**src/hw/rtl/tsnm_pkg.sv**
```systemverilog
package tsnm_pkg;

  localparam int CMD_W  = 2;
  localparam int DIM_W  = 16;
  localparam int DLT_W  = 17;
  localparam int SQ_W   = 32;
  localparam int DIST_W = 33;
  localparam int IDX_W  = 6;
  localparam int CFG_AW = 8;

  localparam logic [CMD_W-1:0] CMD_CLEAR = 2'd0;
  localparam logic [CMD_W-1:0] CMD_LOAD  = 2'd1;
  localparam logic [CMD_W-1:0] CMD_QUERY = 2'd2;

  localparam logic [CFG_AW-1:0] CFG_TOLERANCE = 8'd0;
  localparam logic [CFG_AW-1:0] CFG_FLAG_DIFF = 8'd1;

  localparam logic [DIM_W-1:0] TOLERANCE_RST = 16'd100;
  localparam logic [DIM_W-1:0] FLAG_DIFF_RST = 16'd200;

  // controller -> datapath
  typedef struct packed {
    logic load;
    logic clear;
    logic start;
    logic issue;
    logic issue_side;
    logic finish;
  } tsnm_cmd_t;

  // datapath -> controller
  typedef struct packed {
    logic count_zero;
    logic scan_last;
    logic out_free;
  } tsnm_sts_t;

endpackage

```
**src/hw/rtl/tsnm_ctrl.sv**
```systemverilog
module tsnm_ctrl
  import tsnm_pkg::*;
#(
  parameter int AW = 6
) (
  input  logic             clk,
  input  logic             rst_n,
  input  logic             in_valid,
  input  logic [CMD_W-1:0] in_command,
  output logic             in_stall,
  input  tsnm_sts_t        sts,
  output tsnm_cmd_t        cmd,
  output logic [AW-1:0]    scan_addr
);

  typedef enum logic [1:0] {
    ST_IDLE,
    ST_SCAN,
    ST_DRAIN,
    ST_DONE
  } state_t;

  // last drain count; by its end the last issued read has reached the best-candidate registers
  localparam logic [1:0] DRAIN_LAST = 2'd2;

  state_t        state_r, state_nxt;
  logic [AW-1:0] addr_r, addr_nxt;
  logic          side_r, side_nxt;
  logic [1:0]    drain_r, drain_nxt;
  logic          accept;

  assign in_stall  = (state_r != ST_IDLE);
  assign accept    = in_valid && (state_r == ST_IDLE);
  assign scan_addr = addr_r;

  always_comb begin
    cmd            = '0;
    cmd.load       = accept && (in_command == CMD_LOAD);
    cmd.clear      = accept && (in_command == CMD_CLEAR);
    cmd.start      = accept && (in_command == CMD_QUERY);
    cmd.issue      = (state_r == ST_SCAN);
    cmd.issue_side = side_r;
    cmd.finish     = (state_r == ST_DONE) && sts.out_free;
  end

  always_comb begin
    state_nxt = state_r;
    addr_nxt  = addr_r;
    side_nxt  = side_r;
    drain_nxt = drain_r;
    unique case (state_r)
      ST_IDLE: begin
        addr_nxt  = '0;
        side_nxt  = 1'b0;
        drain_nxt = '0;
        if (accept && (in_command == CMD_QUERY)) begin
          state_nxt = sts.count_zero ? ST_DRAIN : ST_SCAN;
        end
      end
      ST_SCAN: begin
        side_nxt = ~side_r;
        if (side_r) begin
          if (sts.scan_last) begin
            state_nxt = ST_DRAIN;
          end else begin
            addr_nxt = addr_r + AW'(1);
          end
        end
      end
      ST_DRAIN: begin
        drain_nxt = drain_r + 2'd1;
        if (drain_r == DRAIN_LAST) begin
          state_nxt = ST_DONE;
        end
      end
      ST_DONE: begin
        if (sts.out_free) begin
          state_nxt = ST_IDLE;
        end
      end
      default: state_nxt = ST_IDLE;
    endcase
  end

  always_ff @(posedge clk) begin
    if (!rst_n) begin
      state_r <= ST_IDLE;
      addr_r  <= '0;
      side_r  <= 1'b0;
      drain_r <= '0;
    end else begin
      state_r <= state_nxt;
      addr_r  <= addr_nxt;
      side_r  <= side_nxt;
      drain_r <= drain_nxt;
    end
  end

endmodule

```
**config.mk**
```make
export PLATFORM = sky130hd
export DESIGN_NAME = tsnm_ctrl
export DESIGN_NICKNAME = d
export VERILOG_FILES = /design/src/hw/rtl/tsnm_pkg.sv /design/src/hw/rtl/tsnm_ctrl.sv
export SDC_FILE = /design/constraint.sdc
export NUM_CORES = 1
export LEC_CHECK = 0
export BUFFER_PORTS_ARGS = -buffer_cell sky130_fd_sc_hd__buf_2
export CORE_MARGIN = 4
export CORE_UTILIZATION = 45
export DETAILED_ROUTE_END_ITERATION = 10
export GPL_TIMING_DRIVEN = 0
export PLACE_DENSITY = 0.78
export SETUP_SLACK_MARGIN = 0.05
export SLEW_MARGIN = 5
export SYNTH_ARGS = -nofsm -noshare
export SYNTH_HDL_FRONTEND = slang
export SYNTH_SLANG_ARGS = --single-unit
```
**constraint.sdc**
```tcl
create_clock -name clk -period 1.84 [get_ports clk]
set_clock_uncertainty 0.2 [all_clocks]
set_input_delay 0.184 -clock clk [delete_from_list [all_inputs] [get_ports clk]]
set_output_delay 0.184 -clock clk [all_outputs]
set_load 0.005 [all_outputs]
```
; ---- After elaboration in Yosys (flattened, before gate mapping)
; Cells that the tools add are included.
; Widths: inputs -> output; s select.
[totals]
n_memories = 0
regBits = 11
latch_bits = 0
wordCells = 43
inputBits = 8
mem_bits_ro = 0
output_inout_bits = 13
ramBits = 0
[op_classes]
add_sub_neg = 2
bitwise = 1
div = 0
n_reduce_logical = 12
order_cmp = 0
eq_ne = 12
n_shift = 0
mux = 12
n_mul = 0
[op_table]
columns = op, n
row1 = $mux 2, 6
row2 = $mux 6, 2
row3 = $pmux 6 s2, 1
row4 = $ne 2x2->1 const B, 5
row5 = $eq 2x2->1 const B, 4
row6 = $pmux 2 s4, 1
row7 = $add 6x1->6 const B, 1
row8 = $reduce_bool 2->1, 3
row9 = $logic_and 1x1->1, 5
row10 = $reduce_and 5->1, 1
row11 = $eq 2x1->1 const B, 2
row12 = $logic_not 2->1, 2
row13 = $pmux 2 s2, 1
row14 = $reduce_and 3->1, 1
row15 = $add 2x1->2 const B, 1
row16 = $ne 2x1->1 const B, 1
row17 = $pmux 1 s2, 1
row18 = $not 1->1, 1

; ---- Longest topological paths before layout
[logic_depth]
ltp_word = 5
depth_mapped = 6
depth_no_buf = 5

; ---- Least setup slack after synthesis
; No wires, ideal clock.
[synth_path]
path_type = register to register
start = register state_r[1]
end = register state_r[0]
required_ps = 1568
t_arrival_ps = 1400
path_stages_with_launch = 6
period_less_slack_ps = 1672
setup_slack_ps = 168
setup_ps = 72
n_path_buf = 0
path_cell_list = dfxtp_1 > inv_1 > ha_1 > a21boi_1 > a2111oi_4 > mux2i_1
[synth_lines]
columns = element, line
row1 = start: declaration, tsnm_ctrl.sv:26  ; state_t state_r, state_nxt;
row2 = start signal: assignment, tsnm_ctrl.sv:92  ; state_r <= state_nxt;

==> key figures <==
Placed design
  • DPL Wire Length: between 1 and 1.5 mm
  • RePlAce Congestion: between 0.7 and 0.8
  • Port buffer count: 19

Clock network
  • Num CTS Buffers: 3
  • CTS Root Cell: clkbuf_4
  • CTS H-tree depth: 1
  • Setup Fix Bufs, Post-CTS: 0
  • Clock Tree Buf Depth: 2
  • Clk_lat worst skew: 0.28 ns
  • CTS tree: done
  • CTS Sinks: 11
  • Clock-pin slew on the worst setup and hold paths: approximately 0.070 ns

STA
  • Final TNS setup: 0 ns
  • Fmax: between 500 and 600 MHz
  • Crit path time final: between 1.5 and 2 ns
  • Post-route clock period utilization: between 90% and 100%
  • Endpoints failing hold: 0
  • RSZ-0062 raised after global routing: yes
  • Worst-Margin Slew: around 0.36 ns
  • Max-slew headroom: approximately three quarters
  • Final slew viol count: 0
  • Final setup viols: 0

Floorplanning
  • # rows: 14
  • Die width: 48.7 um
  • Full die area: about 0.0024 mm^2
  • Ports: 21
  • Initial Util: about half
  • Core area: 0.00154 mm^2
  • Die H: slightly below 50 um

Power and ir drop
  • IR drop worst, VDD: 0.834 mV
  • Pwr dens: about 1300 mW/mm^2
  • Leak: 0.411 nW
  • Total power: ~1.2 mW

Drt
  • Antenna-violating nets left: 0
  • Avg WL per Cell: about 12 um
  • Initial detailed-routing violation count: 10
  • Final WL: roughly 1.5 mm
  • Vias: around 670
  • DRC: 0
  • Routed vias/inst: approximately 5.5
  • Initial DRT Pass Iterations: 4

Final layout
  • ANT cells: 0
  • Multi-input combinational cell area: 512 um^2
  • Layout cells sized above 1: 35.6%
  • Fin nets: 120
  • Sequential Area: between 200 and 250 um^2
  • Layout area overhead: 23.8%
  • FILL cells: 150

Critical path
  • Critical path capture point type: primary output
  • Reg2reg path depth: 5
  • Critical Path AT: ~1.3 ns
  • Setup crit start kind: flop
  • Max FO, Critical Path: 6
  • Critical path class: reg -> out
  • Req. time, crit path: roughly 1.5 ns

Synth
  • Synth Area in XOR/XNOR: 1.17%
  • Main combinational cell family by area after synthesis: simple AND/OR/NAND/NOR gates
  • Post-synthesis adder-cell area fraction: between 10% and 20%
  • Synth area leaders: dfxtp_1 30%, ha_1 12%, mux2i_1 8.1%
  • Syn Area/Cell: 9.32 um^2
  • Mapped Nets: 95
  • Yosys reg bits: 11
  • Yosys cell types: 27
  • Register area share after synthesis: approximately 30%
  • Commonest cells in the netlist: 11 x dfxtp_1, 7 x ha_1, 7 x nand3_1
  • Cell Area, Synth: between 700 and 800 um^2
  • Mapped Cells: 80
  • Post-synthesis async set-or-reset flop share: 0%
  • Mux cell area share after synthesis: under 10%
  • Synth top area share: between 20% and 30%
  • Synth area leader: dfxtp_1
  • Synth warn: 0
  • Top-count cell post-synth: dfxtp_1
  • Number of synthesized flops with an enable pin: 0
  • Area fraction in compound gates after synthesis: a little over an eighth
  • Simple-gate share of the synthesized area: 29.7%
  • Top_reg_cell synth: dfxtp_1

Global route
  • Gr usage total: 13.9%
  • First-pass GRT wire length: about 2.7 mm
  • Largest net degree at the start of global routing: 11
  • Vias in the first global route: 626
  • Congestion Overflow GR: 0
  • Antenna violations before repair: 0

Run status
  • Status: completed

Min path
  • Min-delay worst type: in -> reg
  • Hold path depth: 3

Run
  • # Max-Cap Violations: 0
cell families after synthesis:
| kind of cell | after synthesis |
|---|---|
| buffers and inverters | 8 |
| AOI/OAI and AO/OA | 11 |
| DFF | 11 |
| xor gates and xnor gates | 1 |
| and+or+nand+nor | 35 |
| adders and majority gates | 7 |
| muxes | 7 |
layout by cell type, fill, tap and decap left out, types with 3 or more instances in the layout:
cell type / instances
nor3b_1: 3
dfxtp_1: 10
a21boi_1: 3
a21oi_1: 3
nor2b_1: 6
nand3_1: 7
clkbuf_4: 3
mux2i_1: 6
nand2_1: 5
ha_1: 4
buf_2: 20
nand3b_1: 5
worst max-delay path, stage by stage, from the launching register on:
cell and delay (ns):
dfxtp_1 0.35, inv_2 0.10, ha_4 0.19, nand2_1 0.10, nor3b_1 0.17, buf_2 0.14
sequential cells by signal, summed over array words and instances, names as in the netlist:
signal     flops
side_r         1
state_r        2
scan_addr      6
drain_r        2
layer usage:
layer  wire length, um  track usage [%]  vias up
met4                36             6.73        0
met3               128             4.29        5
met2               697             22.0       28
met5                 0                0        -
met1               633             16.8      305
li1                  -                -      327
where the power goes:
part / internal [mW] / switching (mW)
sequential: 0.273 / 0.0355
combinational: 0.334 / 0.381
clock: 0.0843 / 0.0879
total: 0.691 / 0.504
per-stage QoR:
step	cells	hold slack (ns)	utilization [%]	cell area, um^2	worst slack (ns)
6_report	120	0.0935	59.9	923	0.124
2_1_floorplan	80	0.169	-	746	0.168
3_3_place_gp	115	0.264	55.8	861	0.0618
5_1_grt	120	0.124	59.9	923	0.0468
3_5_place_dp	115	0.270	55.8	861	-0.0184
4_1_cts	120	0.0888	59.2	912	0.0494
path summary, 6_finish.rpt:
path	from	end	slack, ns
hold / removal	rst_n	scan_addr[2]	0.09
setup reg to reg	state_r[0]	state_r[0]	0.14
setup / recovery	state_r[1]	cmd[3]	0.12
hold reg to reg	scan_addr[5]	scan_addr[5]	0.28
cell type report:
class | count | share of cell area, %
clock buffer | 4 | 2.85
tap | 16 | 2.17
multi-input combinational | 61 | 55.4
timing repair buffer | 20 | 11.4
sequential | 11 | 24.0
inverter | 4 | 1.63
buffer | 4 | 2.57
what timing repair did:
action                     in CTS  in global routing
pin swaps                       1                  1
hold buffers                    1                  0
gates resized for setup         4                  5
setup endpoints to repair       5                 12
hold endpoints to repair        1                  0
No activity file was read; power rests on OpenSTA's default activity.
